[src/design/wav_pkg.sv]
// Package for the WAV PCM16 stream writer: payload structs, codes, header table.
// Used by the top level, wav_front and wav_back; no dependencies.
`default_nettype none
package wav_pkg;

    localparam int unsigned RateReset   = 24000;
    localparam int unsigned QueueDepth  = 4;
    localparam int unsigned HeaderBytes = 44;

    localparam logic       ModeStart  = 1'b0;
    localparam logic       ModeSample = 1'b1;
    localparam logic [0:0] RegRate    = 1'b0;
    localparam logic [0:0] RegCount   = 1'b1;

    typedef struct packed {
        logic        mode;
        logic [31:0] sample_bits;
    } t_in_item;

    typedef struct packed {
        logic [7:0] out_byte;
        logic       run_last;
        logic       file_end;
    } t_out_item;

    // Classified job handed from front to back.
    typedef struct packed {
        logic        is_header;
        logic [15:0] pcm;
        logic [30:0] rate;
        logic [31:0] data_size;
        logic        fend;
    } t_job;

    // Header byte at position idx, for given rate and data size.
    function automatic logic [7:0] header_byte(input logic [5:0] idx,
                                               input logic [30:0] rate,
                                               input logic [31:0] data);
        logic [31:0] riff;
        logic [31:0] rate32;
        logic [31:0] brate;
        logic [7:0]  b;
        riff   = data + 32'd36;
        rate32 = {1'b0, rate};
        brate  = {rate, 1'b0};
        case (idx)
            6'd0:  b = "R";
            6'd1:  b = "I";
            6'd2:  b = "F";
            6'd3:  b = "F";
            6'd4:  b = riff[7:0];
            6'd5:  b = riff[15:8];
            6'd6:  b = riff[23:16];
            6'd7:  b = riff[31:24];
            6'd8:  b = "W";
            6'd9:  b = "A";
            6'd10: b = "V";
            6'd11: b = "E";
            6'd12: b = "f";
            6'd13: b = "m";
            6'd14: b = "t";
            6'd15: b = " ";
            6'd16: b = 8'd16;
            6'd20: b = 8'd1;
            6'd22: b = 8'd1;
            6'd24: b = rate32[7:0];
            6'd25: b = rate32[15:8];
            6'd26: b = rate32[23:16];
            6'd27: b = rate32[31:24];
            6'd28: b = brate[7:0];
            6'd29: b = brate[15:8];
            6'd30: b = brate[23:16];
            6'd31: b = brate[31:24];
            6'd32: b = 8'd2;
            6'd34: b = 8'd16;
            6'd36: b = "d";
            6'd37: b = "a";
            6'd38: b = "t";
            6'd39: b = "a";
            6'd40: b = data[7:0];
            6'd41: b = data[15:8];
            6'd42: b = data[23:16];
            6'd43: b = data[31:24];
            default: b = 8'd0;
        endcase
        return b;
    endfunction

endpackage
`default_nettype wire

[src/design/wav_pcm16_stream_writer.sv]
// Top level of the WAV PCM16 stream writer: config registers, front, back.
// Depends on wav_pkg, wav_front, wav_back.
//
// A start request emits the 44-byte mono 16-bit WAV header, one byte per cycle
// while the receiver pops, and clears the sample counter; a sample request
// converts a binary32 value to PCM16 and emits two bytes on the byte-wide result
// port. Requests enter a two-stage front pipeline (clamp/multiply, round) and
// wait in a small job queue; a request's first byte passes both front stages,
// the queue and the output register before it appears. Beyond the configured
// count samples are dropped. Configuration ready stays low while the back end
// holds work; write configuration only while idle.
`default_nettype none
module wav_pcm16_stream_writer #(
    parameter int unsigned QUEUE_DEPTH = wav_pkg::QueueDepth
) (
    input  wire logic              i_clk,
    input  wire logic              i_rst_n,
    input  wire logic              push,
    output logic                   full,
    input  wire wav_pkg::t_in_item i_item,
    output logic                   empty,
    input  wire logic              pop,
    output wav_pkg::t_out_item     o_item,
    input  wire logic              i_cfg_valid,
    output logic                   o_cfg_ready,
    input  wire logic [0:0]        i_cfg_index,
    input  wire logic [30:0]       i_cfg_data
);
    logic [30:0] r_rate, r_count;
    logic        job_valid, q_full, busy;
    wav_pkg::t_job job;

    assign o_cfg_ready = !busy;

    // configuration registers
    always_ff @(posedge i_clk) begin
        if (!i_rst_n) begin
            r_rate  <= 31'(wav_pkg::RateReset);
            r_count <= 31'd0;
        end else if (i_cfg_valid && o_cfg_ready) begin
            unique case (i_cfg_index)
                wav_pkg::RegRate:  r_rate  <= i_cfg_data;
                wav_pkg::RegCount: r_count <= i_cfg_data;
                default: ;
            endcase
        end
    end

    wav_front u_front (
        .i_clk      (i_clk),
        .i_rst_n    (i_rst_n),
        .i_push     (push),
        .i_item     (i_item),
        .o_full     (full),
        .i_rate     (r_rate),
        .i_count    (r_count),
        .i_q_full   (q_full),
        .o_job_valid(job_valid),
        .o_job      (job)
    );

    wav_back #(.DEPTH(QUEUE_DEPTH)) u_back (
        .i_clk      (i_clk),
        .i_rst_n    (i_rst_n),
        .i_job_valid(job_valid),
        .i_job      (job),
        .o_q_full   (q_full),
        .o_busy     (busy),
        .o_empty    (empty),
        .i_pop      (pop),
        .o_item     (o_item)
    );
endmodule
`default_nettype wire

[src/design/wav_pcm_conv.sv]
// Two-stage binary32 to PCM16 converter: registered clamp and scale, then a
// combinational round to integer. Pure datapath with an enable; no dependencies.
`default_nettype none
module wav_pcm_conv (
    input  wire logic        i_clk,
    input  wire logic        i_en,
    input  wire logic [31:0] i_bits,
    output logic [15:0]      o_pcm
);
    // stage 1: clamp magnitude and multiply mantissa by 32767
    logic        n_sign;
    logic [7:0]  n_exp;
    logic [23:0] n_mant;
    logic [38:0] n_prod;
    logic        r_sign;
    logic [7:0]  r_exp;
    logic [38:0] r_prod;

    always_comb begin
        n_sign = i_bits[31];
        n_exp  = i_bits[30:23];
        n_mant = {1'b1, i_bits[22:0]};
        if (i_bits[30:23] == 8'hff || i_bits[30:23] == 8'h00) begin
            // non-finite and subnormal/zero give zero magnitude
            n_exp  = 8'd0;
            n_mant = 24'd0;
        end else if (i_bits[30:23] >= 8'd127) begin
            // at or above one clamps to one
            n_exp  = 8'd127;
            n_mant = 24'h800000;
        end
        n_prod = n_mant * 39'd32767;
    end

    always_ff @(posedge i_clk) begin
        if (i_en) begin
            r_sign <= n_sign;
            r_exp  <= n_exp;
            r_prod <= n_prod;
        end
    end

    // stage 2: round product to binary32 (RNE), then to integer (RNE)
    // value = prod * 2^(exp-127-23); prod has 38 or 39 bits
    logic        top;
    logic [23:0] m24;
    logic        g, st;
    logic [24:0] mr;
    logic [8:0]  e2;
    logic [23:0] m2;
    logic [8:0]  sh;
    logic [47:0] wide;
    logic [15:0] ip;
    logic        fg, fs;
    logic [15:0] mag;
    logic [15:0] n_pcm;

    always_comb begin
        top = r_prod[38];
        if (top) begin
            m24 = r_prod[38:15];
            g   = r_prod[14];
            st  = |r_prod[13:0];
        end else begin
            m24 = r_prod[37:14];
            g   = r_prod[13];
            st  = |r_prod[12:0];
        end
        mr = {1'b0, m24} + {24'd0, g & (st | m24[0])};
        // product float = m2 * 2^(e2 - 23 - 127), e2 biased
        e2 = {1'b0, r_exp} + (top ? 9'd15 : 9'd14);
        m2 = m24;
        if (mr[24]) begin
            m2 = mr[24:1];
            e2 = e2 + 9'd1;
        end else begin
            m2 = mr[23:0];
        end
        // integer part: m2 shifted right by (150 - e2); values < 2^15
        mag = 16'd0;
        if (r_exp != 8'd0 && e2 >= 9'd126) begin
            sh   = 9'd150 - e2;
            wide = {m2, 24'd0} >> sh[4:0];
            ip   = wide[39:24];
            fg   = wide[23];
            fs   = |wide[22:0];
            mag  = ip + {15'd0, fg & (fs | ip[0])};
        end else begin
            sh   = 9'd0;
            wide = 48'd0;
            ip   = 16'd0;
            fg   = 1'b0;
            fs   = 1'b0;
        end
        n_pcm = r_sign ? (16'd0 - mag) : mag;
    end

    assign o_pcm = n_pcm;
endmodule
`default_nettype wire

[src/design/wav_front.sv]
// Front end: accepts items, keeps the sample counter, drops excess samples,
// converts samples via wav_pcm_conv and pushes classified jobs. Uses wav_pkg.
`default_nettype none
module wav_front (
    input  wire logic           i_clk,
    input  wire logic           i_rst_n,
    input  wire logic           i_push,
    input  wire wav_pkg::t_in_item i_item,
    output logic                o_full,
    input  wire logic [30:0]    i_rate,
    input  wire logic [30:0]    i_count,
    input  wire logic           i_q_full,
    output logic                o_job_valid,
    output wav_pkg::t_job       o_job
);
    logic [30:0] r_written;
    logic        r_v1, r_v2;
    wav_pkg::t_job r_j1, r_j2;
    wav_pkg::t_job n_j2;
    logic        adv;
    logic        acc;
    logic        keep;
    logic [15:0] pcm;

    // pipeline moves when its last slot is free or drains into the queue
    assign adv    = !r_v2 || !i_q_full;
    assign o_full = !adv;
    assign acc    = i_push && adv;
    assign keep   = (i_item.mode == wav_pkg::ModeStart) || (r_written < i_count);

    wav_pcm_conv u_conv (
        .i_clk  (i_clk),
        .i_en   (adv),
        .i_bits (i_item.sample_bits),
        .o_pcm  (pcm)
    );

    // counter and job classification
    always_ff @(posedge i_clk) begin
        if (!i_rst_n) begin
            r_written <= 31'd0;
            r_v1      <= 1'b0;
            r_v2      <= 1'b0;
        end else if (adv) begin
            r_v1 <= acc && keep;
            r_v2 <= r_v1;
            if (acc && i_item.mode == wav_pkg::ModeStart) begin
                r_written <= 31'd0;
            end else if (acc && keep) begin
                r_written <= r_written + 31'd1;
            end
        end
    end

    // second stage picks up the rounded sample
    always_comb begin
        n_j2 = r_j1;
        if (!r_j1.is_header) begin
            n_j2.pcm = pcm;
        end
    end

    always_ff @(posedge i_clk) begin
        if (adv) begin
            r_j1.is_header <= (i_item.mode == wav_pkg::ModeStart);
            r_j1.pcm       <= 16'd0;
            r_j1.rate      <= i_rate;
            r_j1.data_size <= {i_count, 1'b0};
            r_j1.fend      <= (i_item.mode == wav_pkg::ModeStart) ? (i_count == 31'd0)
                                                   : (r_written + 31'd1 == i_count);
            r_j2 <= n_j2;
        end
    end

    assign o_job_valid = r_v2;
    assign o_job       = r_j2;
endmodule
`default_nettype wire

[src/design/wav_back.sv]
// Back end: job queue and byte sequencer with output skid register.
// Uses wav_pkg for the job and result types and the header table.
`default_nettype none
module wav_back #(
    parameter int unsigned DEPTH = wav_pkg::QueueDepth
) (
    input  wire logic          i_clk,
    input  wire logic          i_rst_n,
    input  wire logic          i_job_valid,
    input  wire wav_pkg::t_job i_job,
    output logic               o_q_full,
    output logic               o_busy,
    output logic               o_empty,
    input  wire logic          i_pop,
    output wav_pkg::t_out_item o_item
);
    localparam int unsigned AW = (DEPTH > 1) ? $clog2(DEPTH) : 1;

    wav_pkg::t_job r_mem [DEPTH];
    logic [AW-1:0] r_wp, r_rp;
    logic [AW:0]   r_cnt;
    logic [5:0]    r_idx;
    logic          r_ov;
    wav_pkg::t_out_item r_out;
    logic          q_empty, take, wr, done_job;
    wav_pkg::t_job head;
    wav_pkg::t_out_item n_out;
    logic          last;

    assign o_q_full = (r_cnt == (AW+1)'(DEPTH));
    assign q_empty  = (r_cnt == '0);
    assign head     = r_mem[r_rp];
    assign wr       = i_job_valid && !o_q_full;
    assign take     = !q_empty && (!r_ov || i_pop);
    assign last     = head.is_header ? (r_idx == 6'(wav_pkg::HeaderBytes - 1))
                                     : (r_idx == 6'd1);
    assign done_job = take && last;

    // byte select
    always_comb begin
        if (head.is_header) begin
            n_out.out_byte = wav_pkg::header_byte(r_idx, head.rate, head.data_size);
        end else begin
            n_out.out_byte = r_idx[0] ? head.pcm[15:8] : head.pcm[7:0];
        end
        n_out.run_last = last;
        n_out.file_end = last && head.fend;
    end

    // queue storage
    always_ff @(posedge i_clk) begin
        if (wr) begin
            r_mem[r_wp] <= i_job;
        end
    end

    always_ff @(posedge i_clk) begin
        if (!i_rst_n) begin
            r_wp  <= '0;
            r_rp  <= '0;
            r_cnt <= '0;
            r_idx <= 6'd0;
            r_ov  <= 1'b0;
        end else begin
            if (wr) begin
                r_wp <= (r_wp == AW'(DEPTH - 1)) ? '0 : r_wp + 1'b1;
            end
            if (done_job) begin
                r_rp <= (r_rp == AW'(DEPTH - 1)) ? '0 : r_rp + 1'b1;
            end
            r_cnt <= r_cnt + (AW+1)'(wr) - (AW+1)'(done_job);
            if (take) begin
                r_idx <= last ? 6'd0 : r_idx + 6'd1;
            end
            if (take) begin
                r_ov <= 1'b1;
            end else if (i_pop) begin
                r_ov <= 1'b0;
            end
        end
    end

    always_ff @(posedge i_clk) begin
        if (take) begin
            r_out <= n_out;
        end
    end

    assign o_empty = !r_ov;
    assign o_item  = r_out;
    assign o_busy  = !q_empty || r_ov;
endmodule
`default_nettype wire

[config.mk]
export PLATFORM = sky130hd
export DESIGN_NAME = wav_pcm16_stream_writer
export DESIGN_NICKNAME = d
export VERILOG_FILES = /design/src/design/wav_pkg.sv /design/src/design/wav_pcm16_stream_writer.sv /design/src/design/wav_pcm_conv.sv /design/src/design/wav_front.sv /design/src/design/wav_back.sv
export SDC_FILE = /design/constraint.sdc
export NUM_CORES = 2
export LEC_CHECK = 0
export ABC_AREA = 1
export BUFFER_PORTS_ARGS = -buffer_cell sky130_fd_sc_hd__buf_2
export CAP_MARGIN = 10
export CORE_ASPECT_RATIO = 1.75
export CORE_UTILIZATION = 30
export CTS_CLUSTER_SIZE = 24
export DETAILED_ROUTE_END_ITERATION = 6
export GPL_ROUTABILITY_DRIVEN = 1
export PLACE_DENSITY_LB_ADDON = 0.05
export REMOVE_ABC_BUFFERS = 1
export SYNTH_ARGS = -nofsm -noshare
export SYNTH_HDL_FRONTEND = slang
export SYNTH_SLANG_ARGS = --single-unit
[constraint.sdc]
create_clock -name i_clk -period 10.9 [get_ports i_clk]
set_clock_uncertainty 0.15 [all_clocks]
set_input_delay 1.635 -clock i_clk [delete_from_list [all_inputs] [get_ports i_clk]]
set_output_delay 1.635 -clock i_clk [all_outputs]
set_load 0.005 [all_outputs]
* After elaboration in Yosys (flattened, before gate mapping)
Memory sizes are Yosys's and may differ from the RTL's. A register that Yosys moved wholly into a read port is not among the register bits. Index checks and enable logic that the tools add are counted.
Storage, ports and cells: output and inout bits 13, input port bits 70, memories kept 1, flip-flop bits (word level) 311, bits in writable memories 320, word-level logic and storage cells 158
Operators by class: mux-type cells 27, magnitude comparators 3, multipliers 1, bitwise operators 6, reductions and logical operators 39, equality and inequality tests 41, $add $sub $neg 13, shifts and indexed selects 1
Memory list:
- u_back.r_mem | words 4, width 80, rd ports 1, clocked after Yosys merged registers in 1, wr ports 1, line wav_back.sv:19 | wav_pkg::t_job r_mem [DEPTH];
Operator list (number):
- $pmux 8 s32 | 1
- $mux 24 | 3
- $eq 6x5->1 const B | 11
- $mux 31 | 2
- $eq 6x6->1 const B | 10
- $eq 6x4->1 const B | 8
- $shr 48x5->40 | 1
- $mul 24x15->39 const B | 1
- $add 32x6->32 const B | 1
- $mux 16 | 2
- $add 31x1->31 const B | 1
- $eq 31x31->1 | 1
- $logic_not 31->1 | 1
- $lt 31x31->1 | 1
- $add 24x1->25 | 1
- $eq 6x3->1 const B | 4
- $mux 23 | 1
- $reduce_or 23->1 | 1
- $add 16x1->16 | 1
- $mux 8 | 2
- $sub 1x16->16 const A | 1
- $reduce_or 14->1 | 1
- $reduce_or 13->1 | 1
- $eq 6x2->1 const B | 2
- 31 further kinds | 72

* Depth between registers and ports, before layout
word-level depth 15, depth in mapped cells 43, depth with buffers taken out 43

* By module
From an unflattened synthesis, not the netlist that was laid out.
Second synthesis, totals: cells, all modules 4843, area, all modules 40602.7 sq um
Modules (own cells, without submodules):
- wav_back | cells an instance 1686, instances 1, area an instance 16314.4 sq um
- wav_pcm_conv | cells an instance 1950, instances 1, area an instance 13690.6 sq um
- wav_front | cells an instance 826, instances 1, area an instance 8066.5 sq um
- wav_pcm16_stream_writer | cells an instance 381, instances 1, area an instance 2531.2 sq um

* Worst setup path before layout
No wires, ideal clock.
path type in2reg, from input port i_item[29] (netlist name), to register u_front.u_conv.r_prod[37] (data pin), slack 1.713 ns, stages 33, required time 10.492 ns, library setup time 0.258 ns, path buffers 1, arrival 8.779 ns, path through inv_1 -> nor4_1 -> nand4_1 -> o21ai_1 -> nor2_1 -> clkbuf_1 -> nand2_1 -> inv_1 -> fa_1 -> inv_1 -> fa_1 -> inv_1 -> fa_1 -> fa_1 -> fa_1 -> inv_1 -> fa_1 -> inv_1 -> ha_1 -> nand2_1 -> nor2_1 -> nand4_1 -> nor4_1 -> a21oi_1 -> o21ai_0 -> a21oi_1 -> o21ai_0 -> nand2_1 -> o211ai_1 -> a31oi_1 -> o21ai_0 -> a31oi_1 -> xnor2_1
Between the ends: cells in the longest elaborated chain, start to end 4
Ends and longest elaborated chain:
- from (decl) | line wav_pcm16_stream_writer.sv:20 | input wire wav_pkg::t_in_item i_item,
- $ge 8x7->1 (tied with other cells) | line wav_pcm_conv.sv:27 | end else if (i_bits[30:23] >= 8'd127) begin
- $mux 23 / $logic_or 1x1->1 (equally long branches) | line wav_pcm_conv.sv:27, wav_pcm_conv.sv:23
- $mux 24 * | line wav_pcm_conv.sv:23 | if (i_bits[30:23] == 8'hff || i_bits[30:23] == 8'h00) begin
- $mul 24x15->39 * | line wav_pcm_conv.sv:32 | n_prod = n_mant * 39'd32767;
- via u_front.u_conv.n_prod[37] | line wav_pcm_conv.sv:14 | logic [38:0] n_prod;
- to (signal assigned) | line wav_pcm_conv.sv:39 | r_prod <= n_prod;
- to (decl) | line wav_pcm_conv.sv:17 | logic [38:0] r_prod;
Mark *: on every way through the listed nets, which the timed path passes. The rest lies on a longest branch. A chain may end at the register's enable or synchronous reset.

* Final worst setup path
Same ends and word-level chain as after synthesis.

==> impl_metrics.env <==
export IMPL_outcome="finished clean"
export IMPL_dr_pass1_iters=5
export IMPL_hold_path_depth=0
export IMPL_synth_seq_cells=633
export IMPL_critical_path_top_delay_family="adder cells"
export IMPL_hold_viol=0
export IMPL_cts_clk_slew_worst_paths_ns=0.06
export IMPL_design_die_area_mm2=0.128
export IMPL_synth_warnings=0
export IMPL_synthArstFlopShare_pct=0
export IMPL_portBuffers=82
export IMPL_finalMaxSlewViolations=0
export IMPL_wl_per_cell_um=21.7
export IMPL_cts_buffers=68
export IMPL_r2r_cells=35
export IMPL_hold_buffers=0
export IMPL_grt_pass1_vias=29300
export IMPL_syn_area_mm2=0.0379
export IMPL_cap_violations=0
export IMPL_fp_dieW_um=271
export IMPL_max_freq_mhz=109
export IMPL_finish_net_count=4519
export IMPL_cp_start_kind="input port"
export IMPL_worst_slew_pin_slew_ns=1.14
export IMPL_htree_levels=3
export IMPL_timing_slew_headroom_pct=23.6
export IMPL_crit_cells=34
export IMPL_crit_fanout=15
export IMPL_ant_nets=0
export IMPL_synthFlopType="edfxtp_1"
export IMPL_grt_pass1_wl_mm=188
export IMPL_design_portCount=83
export IMPL_hpwlAfterDp_mm=96.9
export IMPL_fin_crit_ns=9.19
export IMPL_grt_max_degree=72
export IMPL_avgSynthCellArea_um2=9.29
export IMPL_synth_edf_count=522
export IMPL_setup_violations=0
export IMPL_cp_startpoint="i_item[29]"
export IMPL_r2r_start="u_front.u_conv.r_prod[38]$_DFFE_PN_"
export IMPL_first_iter_violations=1669
export IMPL_endpoint_kind="register"
export IMPL_ctsLongestPathBuffers=3
export IMPL_cts_tree="yes"
export IMPL_hold_start="u_front.n_j2[53]$_DFFE_PN_"
export IMPL_cts_resized=0
export IMPL_clk_latency_ns=0.65
export IMPL_drt_total_wl_mm=127
export IMPL_initial_core_util_pct=30.2
export IMPL_post_route_period_util_pct=84.3
export IMPL_rsz0062_at_grt="no"
export IMPL_cp_required_ns=11.14
export IMPL_synthCells=4081
export IMPL_viasPerCell=4.86
export IMPL_max_stage_delay_ns=0.64
export IMPL_cts_setup_buffers=0
export IMPL_cts_sinks=633
export IMPL_min_path_type="reg -> reg"
export IMPL_antenna_found_initial=4
export IMPL_coreArea_mm2=0.125
export IMPL_tns_ns=0
export IMPL_worstPathArrival_ns=9.43
export IMPL_die_y_um=472
export IMPL_track_usage_pct=19.8
export IMPL_ys_seq_area_share_pct=47.2
export IMPL_num_vias=28400
export IMPL_gp_congestion=0.957
export IMPL_grt_overflow=0
export IMPL_synth_distinct_cells=58
export IMPL_cts_root_buffer="clkbuf_16"
export IMPL_drc_errors=0
export IMPL_rows=172
export IMPL_syn2layout_area_growth_pct=11.7
export IMPL_worstSetupPathType="in -> reg"
export IMPL_drive_gt1_share_pct=8.11
export IMPL_path_buf_inv=8
export IMPL_crit_slowest_cell="fa_1"
## worst paths after layout
check / endpoint / slack, ns
setup / recovery: u_front.u_conv.r_prod[37]$_DFFE_PN_ / 1.71
hold / removal: u_front.o_job[53]$_DFFE_PN_ / 0.26
setup reg to reg: u_front.o_job[71]$_SDFFCE_PP0N_ / 3.32
hold reg to reg: u_front.o_job[53]$_DFFE_PN_ / 0.26
## per-layer routing
| layer | global-route usage, % | vias to the layer above | share of wire (%) |
|---|---|---|---|
| li1 | - | 13900 | - |
| met1 | 21.5 | 13800 | 39 |
| met2 | 38.8 | 496 | 55 |
| met3 | 2.02 | 194 | 2.3 |
| met4 | 7.45 | 4 | 3.7 |
| met5 | 0 | - | 0.016 |
## placed cells by master, fill, tap and decap left out, drive strengths merged, types with 6 or more instances in the layout
| cell | netlist | routed |
|---|---|---|
| nor4 | 30 | 30 |
| or2 | 7 | 7 |
| xor2 | 79 | 79 |
| xnor2 | 24 | 24 |
| a31oi | 14 | 14 |
| ha | 146 | 146 |
| o22ai | 29 | 29 |
| a221oi | 7 | 7 |
| nand4 | 39 | 39 |
| nand3 | 402 | 402 |
| o21ai | 228 | 228 |
| a21oi | 170 | 170 |
| o211ai | 11 | 11 |
| o2111ai | 10 | 10 |
| o221ai | 20 | 20 |
| nand2 | 938 | 938 |
| inv | 486 | 489 |
| clkinv | 4 | 28 |
| fa | 166 | 166 |
| nand3b | 9 | 9 |
| bufinv | 0 | 6 |
| dfxtp | 111 | 111 |
| a211oi | 14 | 14 |
| nor2 | 388 | 388 |
| nor3 | 37 | 37 |
| buf | 57 | 119 |
| clkbuf | 76 | 90 |
| edfxtp | 522 | 522 |
| a32o | 22 | 22 |
## flip-flops by register name (all words and copies together) (netlist names), named ones only
name / count
u_front.n_j2: 64
u_back.r_idx: 6
u_front.u_conv.r_exp: 8
u_back.r_cnt: 3
u_back.r_wp: 2
u_front.r_written: 31
u_front.u_conv.r_sign: 1
u_front.r_v1: 1
r_count: 31
u_back.r_rp: 2
u_front.o_job: 80
u_front.u_conv.r_prod: 39
u_back.o_item: 10
r_rate: 31
u_back.r_ov: 1
u_front.o_job_valid: 1
u_back.r_mem: 320
## area by class of cell
cell class,instances,area [um^2]
inverter,490,1850
clock inverter,35,404
antenna,2,5.00
multi-input combinational,2825,17500
clock buffer,90,1870
tap,1653,2070
timing repair buffer,119,688
sequential,633,17900
fill,13000,83100
## Yosys cell counts (24+ instances only)
cell type | number | area, um^2
nand2_1 | 900 | 3380
ha_1 | 146 | 1830
nand2_2 | 31 | 194
nor4_1 | 30 | 188
o21ai_0 | 214 | 1070
xor2_1 | 79 | 692
fa_1 | 166 | 3320
o22ai_1 | 29 | 181
edfxtp_1 | 522 | 15700
clkbuf_1 | 76 | 285
nand4_1 | 39 | 244
nand3_1 | 386 | 1930
xnor2_1 | 24 | 210
dfxtp_1 | 111 | 2220
a21oi_1 | 170 | 851
inv_1 | 477 | 1790
nor3_1 | 37 | 185
nor2_1 | 355 | 1330
## kinds of logic (layout without fill, tap and decap cells)
logic type,after synthesis,in the layout,synth area share [%]
compound gates,556,556,8.59
xor+xnor,103,103,2.38
fa+ha+maj,312,312,13.6
buf+inv,623,734,6.64
flops,633,633,47.2
other cells,1,3,0.00990
simple gates,1853,1853,21.6
## stage by stage
step	cell area [um^2]	worst slack [ns]	hold slack [ns]	utilization, %	cells
3_3_place_gp	40000	0.974	0.250	31.9	5720
2_1_floorplan	37200	1.18	0.250	-	3948
5_1_grt	42300	1.13	0.272	33.7	5846
4_1_cts	42300	1.62	0.251	33.7	5845
6_report	42300	1.71	0.258	33.7	5847
3_5_place_dp	40000	0.945	0.255	31.9	5720
Power is not shown: default switching activity piles up to over one toggle a cycle in this logic, so the estimate is an artifact.
